===== src/rtl/bphd_pkg.sv =====
// Package: item types, state record, phase codes and constants for the button detector.
package bphd_pkg;

  localparam int TIME_W = 32;
  localparam int CFG_W = 16;
  localparam int CFG_IDX_W = 2;

  localparam logic [TIME_W-1:0] TIMEOUT_SLACK = TIME_W'(5000);

  localparam logic LEVEL_LOW = 1'b0;
  localparam logic LEVEL_HIGH = 1'b1;

  localparam logic [1:0] PH_IDLE = 2'd0;
  localparam logic [1:0] PH_DEB_PRESS = 2'd1;
  localparam logic [1:0] PH_CONFIRMED = 2'd2;
  localparam logic [1:0] PH_DEB_RELEASE = 2'd3;

  localparam logic [CFG_IDX_W-1:0] CFG_HOLD_TIME = CFG_IDX_W'(0);
  localparam logic [CFG_IDX_W-1:0] CFG_DEBOUNCE_TIME = CFG_IDX_W'(1);

  localparam logic [CFG_W-1:0] DEBOUNCE_RESET = CFG_W'(20);

  typedef struct packed {
    logic              begin_req;
    logic              sample_level;
    logic              read_error;
    logic [TIME_W-1:0] now_ms;
  } bphd_in_t;

  typedef struct packed {
    logic finished;
    logic pressed;
    logic in_session;
  } bphd_out_t;

  typedef struct packed {
    logic              active;
    logic [1:0]        phase;
    logic [TIME_W-1:0] event_start;
    logic [TIME_W-1:0] confirm_time;
  } bphd_state_t;

endpackage


===== src/rtl/bphd_step.sv =====
// Next-state and result logic for one sample of the button detector.
module bphd_step import bphd_pkg::*; (
  input  bphd_state_t       st,
  input  bphd_in_t          item,
  input  logic [CFG_W-1:0]  hold_time,
  input  logic [CFG_W-1:0]  debounce_time,
  output bphd_state_t       st_nxt,
  output bphd_out_t         res
);

  logic [TIME_W-1:0] el_event;
  logic [TIME_W-1:0] el_confirm;
  logic [TIME_W-1:0] el_timeout;
  logic [TIME_W-1:0] limit;
  logic [TIME_W-1:0] hold_w;
  logic [TIME_W-1:0] deb_w;
  logic              done;
  logic              fin;
  logic              prs;
  bphd_state_t       nxt;

  assign hold_w = TIME_W'(hold_time);
  assign deb_w = TIME_W'(debounce_time);
  assign limit = hold_w + deb_w + TIMEOUT_SLACK;
  assign el_event = item.now_ms - st.event_start;
  assign el_confirm = item.now_ms - st.confirm_time;

  always_comb begin
    nxt = st;
    done = 1'b0;
    fin = 1'b0;
    prs = 1'b0;
    el_timeout = '0;
    if (item.begin_req) begin
      nxt.active = 1'b1;
      nxt.phase = PH_IDLE;
      nxt.event_start = '0;
      nxt.confirm_time = '0;
      if (!item.read_error && item.sample_level == LEVEL_HIGH) begin
        nxt.active = 1'b0;
        fin = 1'b1;
      end
    end else if (st.active) begin
      if (item.read_error) begin
        done = 1'b1;
      end else begin
        case (st.phase)
          PH_IDLE: begin
            if (item.sample_level == LEVEL_LOW) begin
              nxt.phase = PH_DEB_PRESS;
              nxt.event_start = item.now_ms;
            end
          end
          PH_DEB_PRESS: begin
            if (item.sample_level == LEVEL_HIGH) begin
              nxt.phase = PH_IDLE;
            end else if (el_event >= deb_w) begin
              nxt.phase = PH_CONFIRMED;
              nxt.confirm_time = item.now_ms;
              if (hold_time == '0) begin
                done = 1'b1;
                prs = 1'b1;
              end
            end
          end
          PH_CONFIRMED: begin
            if (item.sample_level == LEVEL_HIGH) begin
              nxt.phase = PH_DEB_RELEASE;
              nxt.event_start = item.now_ms;
            end else if (el_confirm >= hold_w) begin
              done = 1'b1;
              prs = 1'b1;
            end
          end
          default: begin
            if (item.sample_level == LEVEL_LOW) begin
              nxt.phase = PH_CONFIRMED;
            end else if (el_event >= deb_w) begin
              done = 1'b1;
            end
          end
        endcase
        el_timeout = item.now_ms - nxt.event_start;
        if (!done && el_timeout > limit) begin
          done = 1'b1;
        end
      end
      if (done) begin
        nxt.active = 1'b0;
        fin = 1'b1;
      end
    end
  end

  assign st_nxt = nxt;
  assign res.finished = fin;
  assign res.pressed = fin & prs;
  assign res.in_session = nxt.active;

endmodule


===== src/rtl/button_press_hold_detector.sv =====
// Top level of the button press and hold detector: input stage, state, result stage.
//
//   channel | ports                             | direction
//   input   | in_valid, in_ready, in_data       | sample items in
//   result  | out_valid, out_ready, out_data    | one result item per sample out
//   config  | cfg_valid, cfg_ready, cfg_index,  | register writes in
//           | cfg_data                          |
//
// One item per cycle sustained unless the result stage stalls.
// The sample passes an input register, the phase logic, then the result register.
// Sync active-low reset clears session state, valids and hold time; debounce gets 20.
// A stalled result stage holds the input stage; in_ready drops only when both are full.
// cfg_ready is always high.
module button_press_hold_detector import bphd_pkg::*; (
  input  logic                 clk,
  input  logic                 rst_n,
  input  logic                 in_valid,
  output logic                 in_ready,
  input  bphd_in_t             in_data,
  output logic                 out_valid,
  input  logic                 out_ready,
  output bphd_out_t            out_data,
  input  logic                 cfg_valid,
  output logic                 cfg_ready,
  input  logic [CFG_IDX_W-1:0] cfg_index,
  input  logic [CFG_W-1:0]     cfg_data
);

  logic             s1_valid_r;
  logic             s1_valid_nxt;
  bphd_in_t         s1_data_r;
  logic             out_valid_r;
  logic             out_valid_nxt;
  bphd_out_t        out_data_r;
  bphd_state_t      state_r;
  bphd_state_t      state_nxt;
  bphd_out_t        res;
  logic [CFG_W-1:0] hold_time_r;
  logic [CFG_W-1:0] debounce_time_r;
  logic             advance;
  logic             in_fire;

  bphd_step u_step (
    .st            (state_r),
    .item          (s1_data_r),
    .hold_time     (hold_time_r),
    .debounce_time (debounce_time_r),
    .st_nxt        (state_nxt),
    .res           (res)
  );

  assign advance = s1_valid_r && (!out_valid_r || out_ready);
  assign in_ready = !s1_valid_r || advance;
  assign in_fire = in_valid && in_ready;
  assign s1_valid_nxt = in_fire || (s1_valid_r && !advance);
  assign out_valid_nxt = advance || (out_valid_r && !out_ready);
  assign cfg_ready = 1'b1;

  always_ff @(posedge clk) begin
    if (!rst_n) begin
      s1_valid_r <= 1'b0;
      out_valid_r <= 1'b0;
      state_r <= '0;
      hold_time_r <= '0;
      debounce_time_r <= DEBOUNCE_RESET;
    end else begin
      s1_valid_r <= s1_valid_nxt;
      out_valid_r <= out_valid_nxt;
      if (advance) begin
        state_r <= state_nxt;
      end
      if (cfg_valid) begin
        case (cfg_index)
          CFG_HOLD_TIME: hold_time_r <= cfg_data;
          CFG_DEBOUNCE_TIME: debounce_time_r <= cfg_data;
          default: ;
        endcase
      end
    end
  end

  always_ff @(posedge clk) begin
    if (in_fire) begin
      s1_data_r <= in_data;
    end
    if (advance) begin
      out_data_r <= res;
    end
  end

  assign out_valid = out_valid_r;
  assign out_data = out_data_r;

`ifndef SYNTHESIS
  a_press_needs_finish: assert property (@(posedge clk) disable iff (!rst_n)
    out_valid_r |-> (!out_data_r.pressed || out_data_r.finished))
    else $error("pressed without finished");

  a_finish_ends_session: assert property (@(posedge clk) disable iff (!rst_n)
    (advance && res.finished) |=> !state_r.active)
    else $error("session still active after finish");

  a_stall_only_when_full: assert property (@(posedge clk) disable iff (!rst_n)
    !in_ready |-> (s1_valid_r && out_valid_r && !out_ready))
    else $error("input stalled while a stage is free");

  a_session_flag_matches: assert property (@(posedge clk) disable iff (!rst_n)
    advance |=> (out_data_r.in_session == state_r.active))
    else $error("in_session disagrees with session state");
`endif

endmodule


===== config.mk =====
export PLATFORM = sky130hd
export DESIGN_NAME = button_press_hold_detector
export DESIGN_NICKNAME = d
export VERILOG_FILES = /design/src/rtl/bphd_pkg.sv /design/src/rtl/bphd_step.sv /design/src/rtl/button_press_hold_detector.sv
export SDC_FILE = /design/constraint.sdc
export NUM_CORES = 1
export LEC_CHECK = 0
export ABC_CLOCK_PERIOD_IN_PS = 6180
export BUFFER_PORTS_ARGS = -buffer_cell sky130_fd_sc_hd__buf_2
export CAP_MARGIN = 20
export CORE_MARGIN = 2
export CORE_UTILIZATION = 50
export CTS_BUF_LIST = sky130_fd_sc_hd__clkbuf_16
export CTS_CLUSTER_SIZE = 14
export DETAILED_ROUTE_END_ITERATION = 10
export PLACE_DENSITY_LB_ADDON = 0.1
export SYNTH_ARGS = -nofsm -noshare
export SYNTH_HDL_FRONTEND = slang
export SYNTH_HIERARCHICAL = 1
export SYNTH_SLANG_ARGS = --single-unit

===== constraint.sdc =====
create_clock -name clk -period 6.18 [get_ports clk]
set_input_delay 0.927 -clock clk [delete_from_list [all_inputs] [get_ports clk]]
set_output_delay 0.927 -clock clk [all_outputs]
set_load 0.02 [all_outputs]

Word level (Yosys, flattened, before mapping)
Index checks and enable logic that the tools add are counted.
{"block": "totals", "elab_cells": 101, "regBits": 139}
{"block": "op_classes", "n_reduce_logical": 27, "order_cmp": 3, "eq_ne": 9, "muxes": 41, "n_addsub": 5, "bitwise": 1}
{"cell": "$mux 32", "n": 6}
{"cell": "$mux 67", "n": 2}
{"cell": "$sub 32x32->32", "n": 3}
{"cell": "$mux 34", "n": 2}
{"cell": "$mux 66", "n": 1}
{"cell": "$ge 32x16->1", "n": 2}
{"cell": "$pmux 32 s2", "n": 1}
{"cell": "$add 32x13->32 const B", "n": 1}
{"cell": "$gt 32x32->1", "n": 1}
{"cell": "$mux 1", "n": 23}
{"cell": "$add 16x16->17", "n": 1}
{"cell": "$logic_not 16->1", "n": 1}
{"cell": "$reduce_and 7->1", "n": 1}
{"cell": "$logic_and 1x1->1", "n": 6}
{"cell": "$logic_not 1->1", "n": 6}
{"cell": "$mux 2", "n": 3}
{"cell": "$ne 3x3->1 const B", "n": 2}
{"cell": "$pmux 2 s3", "n": 1}
{"cell": "$reduce_and 6->1", "n": 1}
{"cell": "$reduce_bool 2->1", "n": 3}
{"cell": "$eq 2x1->1 const B", "n": 2}
{"cell": "$logic_not 2->1", "n": 2}
{"cell": "$logic_or 1x1->1", "n": 4}
{"cell": "$ne 2x1->1 const B", "n": 2}
{"cell": "8 further kinds", "n": 9}

Longest topological paths before layout
{"block": "logic_depth", "depth_word": 18, "depth_mapped": 32, "depth_no_buf": 31}

Hierarchy
Netlist, hierarchy kept.
{"mod": "bphd_step", "seq_area_each_um2": 0.0, "area_each_um2": 9529.1, "cells_each": 1412, "n_inst": 1}
{"mod": "button_press_hold_detector", "seq_area_each_um2": 3163.0, "area_each_um2": 4998.5, "cells_each": 466, "n_inst": 1}

Worst setup path before layout
No wires, ideal clock.
{"block": "synth_path", "path_type": "register to register", "from": "register state_r[64] in the netlist's numbering", "to": "register out_data_r (netlist bit out_data[2]) (data pin)", "n_path_buf": 2, "arrival_ps": 5951, "t_required_ps": 5929, "setup_ps": 251, "stages_incl_launch_ff": 28, "setup_slack_ps": -22, "path_cell_list": "dfxtp_1 inv_1 ha_1 nand2_1 nor2_1 a21oi_1 clkbuf_1 a22oi_1 ha_1 a21o_1 or3_1 o21ai_0 o21ai_0 and3_1 a311oi_1 xnor2_1 ha_1 a21oi_1 a21oi_1 or4_1 nor4_1 o2111ai_1 nor4_1 o2111ai_1 nand4b_1 a2111o_1 a22o_1 buf_4"}
{"block": "synth_between", "elab_chain_len": 15}
{"item": "start, declared", "line": "button_press_hold_detector.sv:35", "text": "bphd_state_t state_r;"}
{"item": "start signal, assigned", "line": "button_press_hold_detector.sv:70", "text": "state_r <= state_nxt;"}
{"item": "$eq 2x2->1 or $logic_not 2->1 (tied branches)", "line": "bphd_step.sv:47", "text": "case (st.phase)"}
{"item": "$pmux 32 s2", "line": "bphd_step.sv:47"}
{"item": "$mux 32", "line": "bphd_step.sv:44", "text": "if (item.read_error) begin"}
{"item": "$mux 32", "line": "bphd_step.sv:43", "text": "end else if (st.active) begin"}
{"item": "$mux 32", "line": "bphd_step.sv:34", "text": "if (item.begin_req) begin"}
{"item": "$sub 32x32->32", "line": "bphd_step.sv:83", "text": "el_timeout = item.now_ms - nxt.event_start;"}
{"item": "$gt 32x32->1", "line": "bphd_step.sv:84", "text": "if (!done && el_timeout > limit) begin"}
{"item": "$logic_and 1x1->1", "line": "bphd_step.sv:84"}
{"item": "$mux 1 *", "line": "bphd_step.sv:84"}
{"item": "$mux 1 *", "line": "bphd_step.sv:44"}
{"item": "$mux 1 *", "line": "bphd_step.sv:43"}
{"item": "$mux 1 *", "line": "bphd_step.sv:34"}
{"item": "$mux 1 *", "line": "bphd_step.sv:88", "text": "if (done) begin"}
{"item": "$mux 1 *", "line": "bphd_step.sv:43"}
{"item": "$mux 1 *", "line": "bphd_step.sv:34"}
{"item": "named net u_step.fin", "line": "bphd_step.sv:18", "text": "logic fin;"}
{"item": "end signal, assigned", "line": "button_press_hold_detector.sv:87", "text": "out_data_r <= res;"}
{"item": "end, declared", "line": "button_press_hold_detector.sv:34", "text": "bphd_out_t out_data_r;"}
Mark *: on every way through the listed nets, which the timed path passes. The rest lies on a longest branch. The select of a mux whose other input is x is not followed.
A chain may end at the register's enable or synchronous reset.

==> flow_summary.yaml <==
logic_synthesis:
  synth_top_area_share_pct: 15.4
  synth-edff-count: 38
  ys_async_sr_fraction_pct: 0
  netlist_top_cells_area: "ha_1, dfxtp_1, edfxtp_1, mux2i_1, nand2_1"
  ys_types: 91
  yosys_register_bits: 139
  syn_avg_cell_area_um2: 7.74
  yosysWarnings: 6
  syn-cell-area_um2: 14500
  synth_flop_cell: "dfxtp_1"
  yosys.area.top_type: "ha_1"
  yosysMostFrequentCell: "nand2_1"
  yosysSeqAreaShare_pct: 21.8
  syn_inst: 1878
  synth_fp_nets: 2119
  synth_common_cells: "nand2_1, ha_1, nor2_1"
clocking:
  cts_max_level: 4
  clock_path_buffers: 2
  cts_root_buf: "clkbuf_16"
  clk_latency_ns: 0.45
  cts_hold_buf: 0
  cts_tree: "yes"
  cts_buffers: 17
  clkTransAtPathRegs_ns: 0.07
  cts_sinks: 139
setup_path:
  slowest_stage: "a2111o_1"
  crit_arrival_ns: 6.18
  crit_type: "flip-flop to flip-flop"
  crit_family: "compound AO/OA/AOI/OAI gates"
  cpPeakStageDelay_ns: 0.44
  critical_path_required_ns: 6.38
  startpoint_type: "flip-flop"
  cp-end-kind: "flip-flop"
  cp.depth: 27
  worst-path-buf-inv: 3
  worst_r2r_path_depth: 27
  path_max_fanout: 4
placement:
  place_ws_ns: -0.144
  dpl_cell_area_um2: 15200
  dp_hpwl_mm: 34.0
  gp_congestion: 0.933
  portBuffers: 62
sta:
  worst_slew_pin_slew_ns: 1.02
  hold_violations: 0
  layout_setup_ws_ns: 0.199
  fin_crit_sh_pct: 96.8
  maxSlewViolCount: 0
  period_minus_slack_ns: 5.98
  finalSetupViolCount: 0
  maxClockFrequency_ghz: 0.167
  relSlewSlack_pct: 32.1
  clock_skew_ns: 0.0105
job:
  cap_viol_max_count: 0
layout:
  fin_area_um2: 16000
  drive_gt1_share_pct: 9.78
  nFillCells: 2778
  fin_nets: 2151
  syn_to_final_growth_pct: 9.93
  regArea_um2: 3170
  diodes: 0
  multi_input_area_um2: 10500
pwr:
  cellPowerDensity_nw_per_um2: 184
  worst_ir_drop_vdd_mv: 0.227
  leakage_nw: 6.16
min_path:
  hold_path_depth: 2
  hold_class: "flip-flop to flip-flop"
routing:
  vias: 13700
  totalWireLength_mm: 43.5
  drtIter0Drc: 1024
  firstDrtPassIters: 5
  drt.antenna.violating_nets: 0
  post_drt_wl_per_cell_um: 18.9
  viasPerCell: 5.95
  remaining_drc_errors: 0
grt:
  grt_usage_pct: 28.5
  antenna_found_initial: 0
  gr-total-overflow: 0
  grt_pass1_wl_mm: 68.7
  grt_pass1_vias: 12800
  grt_max_degree: 104
floorplanning:
  fp-row-count: 62
  die_w_um: 174
  io_pins: 64
  dieHeight_um: 174
  core_area_um2: 28600
  die_area_um2: 30400
  start_util_pct: 50.8
outcome:
  outcome: "complete, no violations"
cells in the final DEF, fill, tap and decap left out, types with 13 or more instances in the layout:
cell type and n:
a211oi_1 49, a21o_1 40, a21oi_1 119, a22oi_1 33
a31oi_1 21, buf_2 61, buf_4 41, clkbuf_16 17
dfxtp_1 98, edfxtp_1 38, ha_1 176, inv_1 151
mux2i_1 111, nand2_1 248, nand2b_1 23, nand3_1 55
nand4_1 32, nor2_1 151, nor2b_1 14, nor3_1 24
nor4_1 13, o211ai_1 20, o21a_1 26, o21ai_0 63
o21ai_1 26, xnor2_1 41, xor2_1 24
power by group:
| group | leakage (nW) | switching, mW | internal (mW) |
|---|---|---|---|
| Clock | 0.298 | 0.418 | 0.627 |
| Sequential | 1.19 | 0.0438 | 0.962 |
| Combinational | 4.68 | 0.531 | 0.357 |
| Total | 6.16 | 0.993 | 1.95 |
metrics by stage:
step / setup TNS (ns) / power [mW] / std cells / utilization [%] / hold WS [ns]
after floorplan: 0 / 1.64 / 1878 / - / 0.444
after global placement: 0 / 1.87 / 2266 / 53.0 / 0.456
after detailed placement: -0.259 / 1.88 / 2266 / 53.0 / 0.465
after CTS: 0 / 2.94 / 2298 / 55.1 / 0.476
after global routing: -0.0117 / 3.09 / 2307 / 55.8 / 0.492
final: 0 / 2.94 / 2307 / 55.8 / 0.465
tightest hold or removal path, stage by stage (launching register included):
cell and delay [ns]:
dfxtp_2 0.32, nand3_1 0.06, o21ai_1 0.05
metal layers:
layer | vias up | wire (µm) | global-route usage [%]
met5 | - | 0 | 0
met4 | 0 | 1140 | 9.80
met3 | 61 | 1910 | 2.87
met2 | 353 | 19700 | 46.3
met1 | 6455 | 20700 | 39.4
li1 | 6858 | - | -
registers in the layout (all words and copies together), names as in the netlist:
name,flops
s1_data_r,35
s1_valid_r,1
state_r,67
debounce_time_r,16
out_valid,1
out_data,3
hold_time_r,16
area by class of cell:
class                   instances  share of cell area, %
clock inverters                15                  0.995
well taps                     384                   3.01
multi-input cells            1497                   65.7
inverters                     149                   3.50
clock buffers                  17                   2.66
repair buffers                106                   4.28
flip-flops and latches        139                   19.8
worst paths after layout:
kind	from	to	slack, ns
setup / recovery	state_r[64]	out_data[2]	0.20
hold / removal	hold_time_r[3]	hold_time_r[3]	0.47
setup reg to reg	state_r[64]	out_data[2]	0.20
hold reg to reg	hold_time_r[3]	hold_time_r[3]	0.47
cell families (layout without fill, tap and decap cells):
kind of cell | count (synthesis) | in the layout | synth area share [%]
AO/OA/AOI/OAI | 510 | 510 | 23.7
XOR/XNOR | 65 | 65 | 3.92
adder cells (fa/ha/maj) | 183 | 183 | 16.0
buffers and inverters | 242 | 287 | 6.92
flip-flops | 139 | 139 | 21.8
multiplexers | 113 | 113 | 7.83
other | 1 | 1 | 0.0258
AND/OR/NAND/NOR | 625 | 625 | 19.9
timing repair:
item | CTS | global route
pin swaps | 2 | 13
resized for setup | 3 | 32
endpoints found under the setup margin | 4 | 4
setup buffers | 0 | 8
Power figures use the tool's default switching activity.
